$ cat config.mk
export PLATFORM = sky130hd
export DESIGN_NAME = srr_front
export DESIGN_NICKNAME = d
export VERILOG_FILES = /design/src/sv/srr_pkg.sv /design/src/sv/srr_front.sv
export SDC_FILE = /design/constraint.sdc
export NUM_CORES = 1
export LEC_CHECK = 0
export BUFFER_PORTS_ARGS = -buffer_cell sky130_fd_sc_hd__buf_4
export CAP_MARGIN = 20
export CELL_PAD_IN_SITES_DETAIL_PLACEMENT = 1
export CELL_PAD_IN_SITES_GLOBAL_PLACEMENT = 2
export CORE_ASPECT_RATIO = 0.7
export CORE_MARGIN = 2
export CORE_UTILIZATION = 26
export DETAILED_ROUTE_END_ITERATION = 12
export PLACE_DENSITY = 0.87
export SLEW_MARGIN = 20
export SYNTH_ARGS = -nofsm -noshare
export SYNTH_HDL_FRONTEND = slang
export SYNTH_SLANG_ARGS = --single-unit
export TNS_END_PERCENT = 10
$ cat constraint.sdc
create_clock -name vclk -period 13.65
set_input_delay 2.0475 -clock vclk [all_inputs]
set_output_delay 2.0475 -clock vclk [all_outputs]
set_load 0.02 [all_outputs]
$ cat src/sv/srr_pkg.sv
package srr_pkg;

  // Signed fixed-point working word for sine, cosine, matrix and spin terms.
  typedef logic signed [35:0] q_t;

  localparam q_t ONE_Q = 36'sd2147483648;

  // Depth of the queue between the front and the back.
  localparam int QUEUE_DEPTH = 4;

  // One classified item as the front hands it to the back.
  typedef struct packed {
    logic             zero;
    logic [2:0][31:0] dmag;
    logic [2:0]       dneg;
    q_t   [2:0]       sv;
  } front_t;

endpackage

$ cat src/sv/srr_front.sv
module srr_front #(
  parameter int DW = 32
) (
  input  logic signed [DW-1:0] dir_x,
  input  logic signed [DW-1:0] dir_y,
  input  logic signed [DW-1:0] dir_z,
  input  logic signed [DW-1:0] spin_x,
  input  logic signed [DW-1:0] spin_y,
  input  logic signed [DW-1:0] spin_z,
  output srr_pkg::front_t      fr
);
  import srr_pkg::*;

  localparam int SL = (DW < 32) ? 32 - DW : 0;
  localparam int SR = (DW > 32) ? DW - 32 : 0;
  localparam int MW = DW + SL;

  // Split into sign and 32-bit magnitude, rescaled to the internal fraction.
  function automatic logic [32:0] conv(input logic [DW-1:0] v);
    logic [DW-1:0] mg;
    logic [MW-1:0] w;
    mg = v[DW-1] ? DW'(~v + 1'b1) : v;
    w = (MW'(mg) << SL) >> SR;
    conv = {v[DW-1], w[31:0]};
  endfunction

  logic [2:0][32:0] dc, sc;

  always_comb begin
    dc[0] = conv(dir_x);
    dc[1] = conv(dir_y);
    dc[2] = conv(dir_z);
    sc[0] = conv(spin_x);
    sc[1] = conv(spin_y);
    sc[2] = conv(spin_z);
    for (int i = 0; i < 3; i++) begin
      fr.dmag[i] = dc[i][31:0];
      fr.dneg[i] = dc[i][32];
      fr.sv[i]   = sc[i][32] ? -$signed({4'b0000, sc[i][31:0]})
                             : $signed({4'b0000, sc[i][31:0]});
    end
    // Classify: a vector that is zero after rescaling passes the spin through.
    fr.zero = (dc[0][31:0] == '0) && (dc[1][31:0] == '0) && (dc[2][31:0] == '0);
  end

endmodule

==> results.json <==
{
  "finalWirelength_um": 39550,
  "synth_common_cells": "175 x xnor2_1, 114 x nand2_1, 102 x nor2_1",
  "cts_resized": 0,
  "drive_above_1_share_pct": 28.61,
  "rsz0062_at_grt": "false",
  "fin_area_um2": 11320,
  "drt_iter0_drc": 741,
  "tightest_slew_ns": 1.040,
  "crit_chain": "buf_4 > inv_1 > ha_1 > or4b_1 > nor4_1 > o211ai_1 > a2111oi_2 > nand3_1 > nor4_1 > nand2_1 > o41ai_2 > xnor2_1 > buf_4",
  "grt_pass1_wl_um": 61960,
  "n_antenna_cell": 0,
  "crit_start": "spin_z[0]",
  "die_y_um": 152.1,
  "fmax_mhz": 119.9,
  "critPathBufInv": 3,
  "ys_seq_area_share_pct": 0,
  "synth_top_area_share_pct": 18.81,
  "place_area_um2": 11320,
  "tns_ns": 0,
  "fp-row-count": 54,
  "critical-path-max-stage-delay_ns": 0.67,
  "avgSynthCellArea_um2": 6.486,
  "track_usage_pct": 22.67,
  "cp.depth": 13,
  "path_delay_family": "simple AND/OR/NAND/NOR gates",
  "core_um2": 31010,
  "drt-pass1-iter-count": 4,
  "synth_most_common_cell": "xnor2_1",
  "dp_hpwl_um": 33330,
  "total_power_uw": 439.3,
  "cts_hold_buf": 0,
  "start_util_pct": 26.27,
  "yosys_warnings": 0,
  "ir_drop_mv": 0.02764,
  "min_from": "dir_z[0]",
  "area_delta_synth_final_pct": 39.00,
  "ant_nets": 0,
  "seq_area_um2": 0,
  "crit_fanout": 9,
  "worstPathRequired_ns": 11.60,
  "cap_viol_max_count": 0,
  "cp-endpoint": "fr[100]",
  "start_kind": "primary input",
  "nClkBuffers": 0,
  "status": "complete, no violations",
  "cts_setup_buffers": 0,
  "powerDensity_nw_per_um2": 38.80,
  "min_period_ns": 8.339,
  "num_vias": 11031,
  "relSlewSlack_pct": 30.04,
  "grt_pass1_vias": 10772,
  "period_share_pct": 61.09,
  "pre_cts_slack_ns": 5.412,
  "die_x_um": 215.6,
  "p_leak_nw": 4.171,
  "routabilityCongestion": 0.9337,
  "hold_violations": 0,
  "setup_violations": 0,
  "setup_slack_ns": 5.311,
  "seq_cells": 0,
  "grt_max_degree": 61,
  "crit_arrival_ns": 6.29,
  "synth_cell_types": 84,
  "vias_per_cell": 5.535,
  "wl_per_cell_um": 19.85,
  "synth.area.top_cells": "xnor2_1 19%, xor2_1 8.2%, nand2_1 5.3%",
  "ios": 400,
  "cp-end-kind": "output pin",
  "netlist_instances": 1256,
  "yosys.area.top_type": "xnor2_1",
  "hold_class": "in2out",
  "worstSetupPathType": "in2out",
  "slowest_stage": "or4b_1",
  "io_buffer_count": 400,
  "nets": 1776,
  "drc": 0,
  "synth_area_um2": 8147,
  "antenna_found_initial": 3,
  "slew_violations": 0,
  "gr-total-overflow": 0,
  "syn-num-nets": 1457,
  "dieArea_um2": 32790
}
==> metal layers <==
metal | vias up | track usage (%) | wire, um
met5 | - | 0 | 0
met4 | 0 | 3.350 | 659
met3 | 38 | 2.543 | 2385
met2 | 342 | 34.79 | 17110
met1 | 5363 | 34.26 | 19390
li1 | 5288 | - | -
==> layout by cell type, fill, tap and decap left out, types with 4 or more instances in the layout <==
master      n
nor4b_1     5
or2_2      16
nand3b_1   10
nor3_1     50
xor2_1     76
xnor2_1   175
a21oi_1    44
o21a_1     11
nor2b_1    11
a211oi_1    6
or3_1      44
ha_1        9
o41ai_2     4
nand3_1    38
mux2i_1     8
a21o_1      6
or4_1      38
and2_1      5
a32oi_1     5
nor3b_1     6
o31ai_1    45
nor4_2      4
nand2_1   114
nor4_1     46
and3_1     12
a2111o_1    4
inv_1      26
nor2_1    102
o21ai_0    84
o31a_1      6
nand2b_1   24
buf_4     402
a41oi_1     4
o41ai_1    21
a31oi_1    12
o211ai_1    8
nand4_1    20
or4b_2      4
==> worst min-delay path by stage <==
stage | to | slack, ns | depth (start not counted)
global placement | fr[175] | 4.33 | 2
floorplan | fr[174] | 4.19 | 1
detailed placement | fr[175] | 4.33 | 2
CTS | fr[175] | 4.33 | 2
global route | fr[175] | 4.34 | 2
finish | fr[175] | 4.33 | 2
==> area by class of cell <==
type | count | area (um^2)
tap | 420 | 525.5
multi-input combinational | 1143 | 7675
fill | 4048 | 19690
timing repair buffer | 402 | 3018
inverter | 28 | 105.1
==> per-stage QoR <==
step	cells	hold slack (ns)	utilization (%)
floorplan	1256	4.189	-
global placement	1993	4.329	36.49
detailed placement	1993	4.332	36.49
CTS	1993	4.332	36.49
global route	1993	4.341	36.51
finish	1993	4.333	36.51
==> power by group <==
| group | internal, mW | switching, mW | total [mW] |
|---|---|---|---|
| sequential | 0 | 0 | 0 |
| combinational | 0.180 | 0.259 | 0.439 |
| clock | 0 | 0 | 0 |
==> logic make-up (layout without fill, tap and decap cells) <==
| kind of cell | Yosys count | in the layout | synth area share, % |
|---|---|---|---|
| buffers and inverters | 113 | 430 | 5.867 |
| AOI/OAI and AO/OA | 299 | 299 | 25.51 |
| and+or+nand+nor | 574 | 574 | 38.95 |
| muxes | 10 | 10 | 1.305 |
| adders and majority gates | 9 | 9 | 1.382 |
| xor gates and xnor gates | 251 | 251 | 26.99 |
(Power assumes the default switching activity.)
