File: config.mk
export PLATFORM = sky130hd
export DESIGN_NAME = srr_queue
export DESIGN_NICKNAME = d
export VERILOG_FILES = /design/src/sv/srr_queue.sv
export SDC_FILE = /design/constraint.sdc
export NUM_CORES = 1
export LEC_CHECK = 0
export BUFFER_PORTS_ARGS = -buffer_cell sky130_fd_sc_hd__clkbuf_2
export CORE_MARGIN = 8
export CORE_UTILIZATION = 40
export DETAILED_ROUTE_END_ITERATION = 8
export HOLD_SLACK_MARGIN = 0.12
export PLACE_DENSITY_LB_ADDON = 0.08
export REMOVE_ABC_BUFFERS = 1
export SLEW_MARGIN = 20
export SYNTH_ARGS = -nofsm -noshare
export SYNTH_HDL_FRONTEND = slang
export SYNTH_SLANG_ARGS = --single-unit
File: constraint.sdc
create_clock -name clk -period 3.1 [get_ports clk]
set_input_delay 0.31 -clock clk [delete_from_list [all_inputs] [get_ports clk]]
set_output_delay 0.31 -clock clk [all_outputs]
set_load 0.01 [all_outputs]
File: src/sv/srr_queue.sv
module srr_queue #(
  parameter int W     = 8,
  parameter int DEPTH = 4
) (
  input  logic         clk,
  input  logic         rst,
  input  logic         wr,
  input  logic [W-1:0] wdata,
  output logic         full,
  input  logic         rd,
  output logic [W-1:0] rdata,
  output logic         empty
);
  localparam int AW = $clog2(DEPTH);

  logic [W-1:0]  mem [DEPTH];
  logic [AW-1:0] wp, rp;
  logic [AW:0]   cnt;
  logic          we, re;

  assign full  = (cnt == (AW+1)'(DEPTH));
  assign empty = (cnt == '0);
  assign we    = wr && !full;
  assign re    = rd && !empty;
  assign rdata = mem[rp];

  always_ff @(posedge clk) begin
    if (we) begin
      mem[wp] <= wdata;
    end
  end

  always_ff @(posedge clk) begin
    if (rst) begin
      wp  <= '0;
      rp  <= '0;
      cnt <= '0;
    end else begin
      if (we) begin
        wp <= wp + 1'b1;
      end
      if (re) begin
        rp <= rp + 1'b1;
      end
      if (we && !re) begin
        cnt <= cnt + 1'b1;
      end else if (re && !we) begin
        cnt <= cnt - 1'b1;
      end
    end
  end

endmodule

==> out/results.tsv, run 1 <==
metric	value	unit
critPathCaptureType	flop	
grt_max_degree	14	
leakage	0.6995	nW
synth-seq-cells	41	
gp_congestion	0.6546	
synth-seq-area-share	70.42	%
total_power	1.593	mW
htree_levels	2	
die_area	0.006343	mm2
cts_resized	0	
ys_warn_count	0	
start_util	41.10	%
num_io_pins	22	
period_needed	2.110	ns
dpl-instance-area	0.001775	mm2
coreArea	0.003943	mm2
worst_setup_path_start_kind	flop	
hold_class	primary input to flop	
drv_slew	0	
vias	820	
cp_cell_sequence	nor3b_2 > nor2_2 > ha_1 > inv_1 > fa_1 > xor2_1 > or3_1 > a21oi_1	
clk_pin_slew	0.07	ns
grt_pass1_wl	4.181	mm
fmax	0.4738	GHz
worst_pin_slew	0.5661	ns
crit_type	flop to flop	
die_y	79.65	um
ir_worst_vdd	371.4	uV
run_status	finished, final reports clean	
synthFlopType	edfxtp_1	
rows	23	
rsz0062_at_grt	no	
root_buffer	clkbuf_8	
cts_tree	done	
period_share	68.08	%
areaGrowthSynthToFinish	17.84	%
grt_pass1_vias	832	
hold_slack	0.2420	ns
setup_violations	0	
worstPathArrival	2.33	ns
drive_gt1_share	34.48	%
clk_latency	0.28	ns
drt-wirelength-per-cell	15.99	um
postRouteAntennaNets	0	
synth_area	0.001620	mm2
numCtsBuffers	5	
drv_cap	0	
n_antenna_cell	0	
fin_setup_tns	0	ns
syn_inst	90	
hold_viol	0	
drt_wl_total	2.655	mm
cp_slowest_cell	dfxtp_1	
critPathMaxFanout	6	
yosysUniqueCellTypes	21	
finalNetCount	133	
antenna_found_initial	0	
fp.dieW	79.65	um
finalInstanceArea	0.001909	mm2
skew	0.004752	ns
post_cts_buffers	0	
synth_area_per_cell	18.00	um2
cts.sinks	41	
viasPerCell	4.940	
portBuffers	21	
cellPowerDensity	834.5	mW/mm2
synthArstFlopShare	0	%
drtIter0Drc	51	
grt_overflow	0	
synth-edff-count	32	
max_stage_delay	0.49	ns
drt_pre_antenna_iters	2	
crit_buf_inv	1	
post-route-drc-count	0	
cts_hold_buf	0	
slew_headroom	62.21	%
cts_buffer_depth	2	
track_usage	9.050	%
crit_required	3.32	ns
crit_family	simple AND/OR/NAND/NOR gates	
-- logic make-up after synthesis --
| kind of cell | Yosys count | share of synthesized area [%] |
|---|---|---|
| flops | 41 | 70.42 |
| simple gates | 16 | 5.714 |
| mux | 10 | 12.36 |
| buf+inv | 7 | 1.698 |
| compound gates | 6 | 2.548 |
| fa+ha+maj | 6 | 5.097 |
| xor+xnor | 4 | 2.162 |
-- placed cells by master, fill, tap and decap left out --
cell	Yosys	layout
edfxtp_1	32	32
clkbuf_2	0	21
dfxtp_1	9	9
mux4_2	8	8
nor2_1	5	5
ha_1	5	5
clkbuf_8	0	5
inv_1	4	4
and2_1	4	4
xor2_1	4	4
o21ai_0	2	2
or3_1	2	2
a21oi_1	2	2
mux2i_1	2	2
nand2b_1	2	2
bufinv_16	0	2
nor3b_2	1	1
nor2_2	1	1
nor3_1	1	1
o31ai_2	1	1
o311ai_1	1	1
fa_1	1	1
clkinv_2	0	1
-- sequential cells by signal, summed over array words and instances (netlist names), named ones only --
signal / count
mem: 32
wp: 2
rp: 2
cnt: 3
-- metrics by stage --
step                      utilization [%]  instances  setup WS, ns
after global placement              45.03        158         1.053
after floorplan                         -         87         1.117
after CTS                           48.43        166        0.9757
after global routing                48.43        166        0.8172
final                               48.43        166        0.9896
after detailed placement            45.03        158        0.9795
-- worst paths after layout --
kind / startpoint / end / slack, ns / cells past startpoint
setup / recovery: cnt[0] / cnt[2] / 0.99 / 8
hold / removal: wdata[7] / mem[0][7] / 0.24 / 1
hold reg to reg: rp[1] / flop / 0.52 / 2
setup reg to reg: cnt[0] / cnt[2] / 0.99 / 8
-- report_power, final --
part	total [mW]	switching [mW]	internal, mW
logic	0.353	0.167	0.187
clock network	0.490	0.171	0.320
registers	0.749	0.0797	0.670
-- worst register-to-register path: stages (launching register included) --
cell and delay, ns:
dfxtp_1 0.49, nor3b_2 0.11, nor2_2 0.20, ha_1 0.22, inv_1 0.06, fa_1 0.38, xor2_1 0.16, or3_1 0.30
a21oi_1 0.13
-- cell type report --
| cell class | instances | area [um2] |
|---|---|---|
| fillers | 353 | 2033 |
| flip-flops and latches | 41 | 1141 |
| multi-input cells | 42 | 451.7 |
| repair buffers | 21 | 105.1 |
| clock buffers | 5 | 68.82 |
| clock inverters | 3 | 65.06 |
| well taps | 50 | 62.56 |
| inverters | 4 | 15.01 |
-- routing by layer --
layer	GRT usage, %	vias up	routed length (um)
li1	-	387	-
met1	9.477	405	1119
met2	15.00	21	1313
met3	3.941	7	165
met4	4.815	0	57
met5	0	-	0
-- synth_stat cells, types with 4 or more instances --
cell type  count  area, um2
edfxtp_1      32      960.9
dfxtp_1        9      180.2
mux4_2         8      180.2
ha_1           5      62.56
nor2_1         5      18.77
and2_1         4      25.02
inv_1          4      15.01
xor2_1         4      35.03
No activity file was read; power rests on OpenSTA's default activity.
==> run 2: changes to the inputs <==
- ABC_AREA: not set -> 1
- clock period: 3.1 -> 2.1 ns (I/O delays scaled with it)
==> out/results.tsv, run 2 <==
metric	value	unit
run_status	finished, final reports clean	
worst_setup_path_start_kind	flop	
reg2reg_to	cnt[2]	
setup_violations	0	
drv_slew	0	
dpl-instance-area	0.001868	mm2
p_sw	747.5	uW
post-route-drc-count	0	
portBuffers	21	
track_usage	10.64	%
drv_cap	0	
leakage	0.7951	nW
reg2regPathDepth	13	
yosysTopAreaCellShare	57.02	%
fp.dieW	80.91	um
max_stage_delay	0.40	ns
gp_congestion	0.6993	
period_share	89.96	%
clk_latency	0.30	ns
finalNetCount	197	
drtIter0Drc	35	
coreArea	0.004029	mm2
drt-wirelength-per-cell	13.27	um
cts.sinks	41	
p_sw_share	33.53	%
clk_pin_slew	0.08	ns
multiInputGateArea	454.2	um2
pwr-share-clk	22.4	%
grt_overflow	0	
synth_area_leaders	edfxtp_1 57%, dfxtp_1 11%, nor2_1 6.7%, o21ai_0 3.9%, inv_1 3.8%	
critPathCaptureType	flop	
drt_wl_total	3.051	mm
skew	0.01181	ns
p_comb_share	29.6	%
drive_gt1_share	22.22	%
hold-path-endpoint	mem[0][2]	
min_path_cells	1	
synthArstFlopShare	0	%
dp_hpwl	2.176	mm
synth_top_area_cell	edfxtp_1	
synthFlopType	edfxtp_1	
fmax	0.5293	GHz
register_area	0.001141	mm2
crit_family	simple AND/OR/NAND/NOR gates	
syn_inst	146	
largest_register_ffs	32	
crit_top_cell	nand2_1	
layout_commonest_cell	edfxtp_1	
synth-edff-count	32	
cp_cell_sequence	nor2_1 > nand2_1 > nand2_2 > inv_1 > ha_1 > inv_1 > fa_1 > inv_1 > nand2_1 > nand3_1 > nand2_1 > nand2_1 > nor2_1	
cts_buffer_depth	2	
n_antenna_cell	0	
die_area	0.006546	mm2
numCtsBuffers	5	
crit_required	2.30	ns
grt_pass1_wl	5.319	mm
critPathMaxFanout	5	
worstPathArrival	2.09	ns
layout_common_cells	32 x edfxtp_1, 30 x nor2_1, 21 x clkbuf_2	
post_cts_buffers	0	
finalInstanceArea	0.001977	mm2
fin_setup_tns	0	ns
postRouteAntennaNets	0	
cellPowerDensity	1128	mW/mm2
regMostFlops	mem	
hold_start	wdata[2]	
slew_headroom	77.19	%
grt_max_degree	17	
r2r_setup_slack	0.21	ns
synth_area	0.001685	mm2
num_io_pins	22	
cp_slowest_cell	dfxtp_1	
period_needed	1.889	ns
crit_buf_inv	3	
sequentialPowerShare	47.9	%
ys_warn_count	0	
worstSetupStartpoint	cnt[0]	
r2r-start	cnt[0]	
worst_pin_slew	0.3416	ns
internal_power	1.482	mW
hold_viol	0	
grt_pass1_vias	1176	
cts_tree	done	
reg_top3	mem: 32 flops, cnt: 3 flops	
vias	1093	
synthTopCellsByCount	32 x edfxtp_1, 30 x nor2_1, 17 x inv_1, 13 x nand2_1, 13 x o21ai_0	
ir_worst_vdd	561.2	uV
die_y	80.91	um
htree_levels	2	
fill_cells	368	
crit_type	flop to flop	
cts_resized	0	
drt_pre_antenna_iters	3	
rows	23	
viasPerCell	4.752	
rsz0062_at_grt	no	
start_util	41.83	%
root_buffer	clkbuf_8	
synth-seq-area-share	67.71	%
yosysUniqueCellTypes	18	
synth_most_common_cell	edfxtp_1	
cts_hold_buf	1	
synth_area_per_cell	11.54	um2
hold_class	primary input to flop	
areaGrowthSynthToFinish	17.30	%
antenna_found_initial	0	
synth-seq-cells	41	
run 2: cells by family after synthesis:
group | after synthesis | share of synthesized area (%)
AO/OA/AOI/OAI | 28 | 9.577
XOR/XNOR | 1 | 0.5198
adder cells (fa/ha/maj) | 6 | 4.900
buffers and inverters | 20 | 5.345
flip-flops | 41 | 67.71
AND/OR/NAND/NOR | 50 | 11.95
run 2: cell type report:
cell class / count / area share (%)
well taps: 50 / 3.165
inverters: 18 / 3.418
flip-flops and latches: 41 / 57.72
multi-input cells: 85 / 22.97
clock buffers: 5 / 3.481
clock inverters: 3 / 1.013
repair buffers: 28 / 8.228
run 2: how the worst max path moves through the flow:
stage               endpoint  slack, ns  cells past startpoint
floorplan             cnt[2]       0.41                     13
global placement      cnt[2]       0.32                     13
detailed placement    cnt[2]       0.23                     13
CTS                   cnt[2]       0.20                     13
global route          cnt[1]       0.06                      9
finish                cnt[2]       0.21                     13
run 2: stage by stage:
step	std cells	power (mW)	hold WS, ns	utilization, %	setup WS, ns
final	230	2.229	0.1326	49.07	0.2108
after global routing	230	2.404	0.1327	49.07	0.05834
after floorplan	144	1.500	0.2791	-	0.4072
after global placement	220	1.738	0.4230	46.37	0.3243
after CTS	229	2.268	0.1212	48.82	0.2043
after detailed placement	220	1.759	0.4298	46.37	0.2274
run 2: routing by layer:
layer	global-route usage, %	routed length [um]	vias to the layer above
met1	10.88	1310	507
li1	-	-	562
met4	4.821	48	0
met5	0	0	-
met3	3.642	143	6
met2	19.17	1548	18
run 2: power by group through the flow:
stage               registers, mW  clock network (mW)  logic (mW)
finish                       1.07               0.500       0.661
global route                 1.08               0.549       0.769
CTS                          1.07               0.522       0.675
detailed placement           1.09                   0       0.670
global placement             1.09                   0       0.652
floorplan                    1.08                   0       0.420
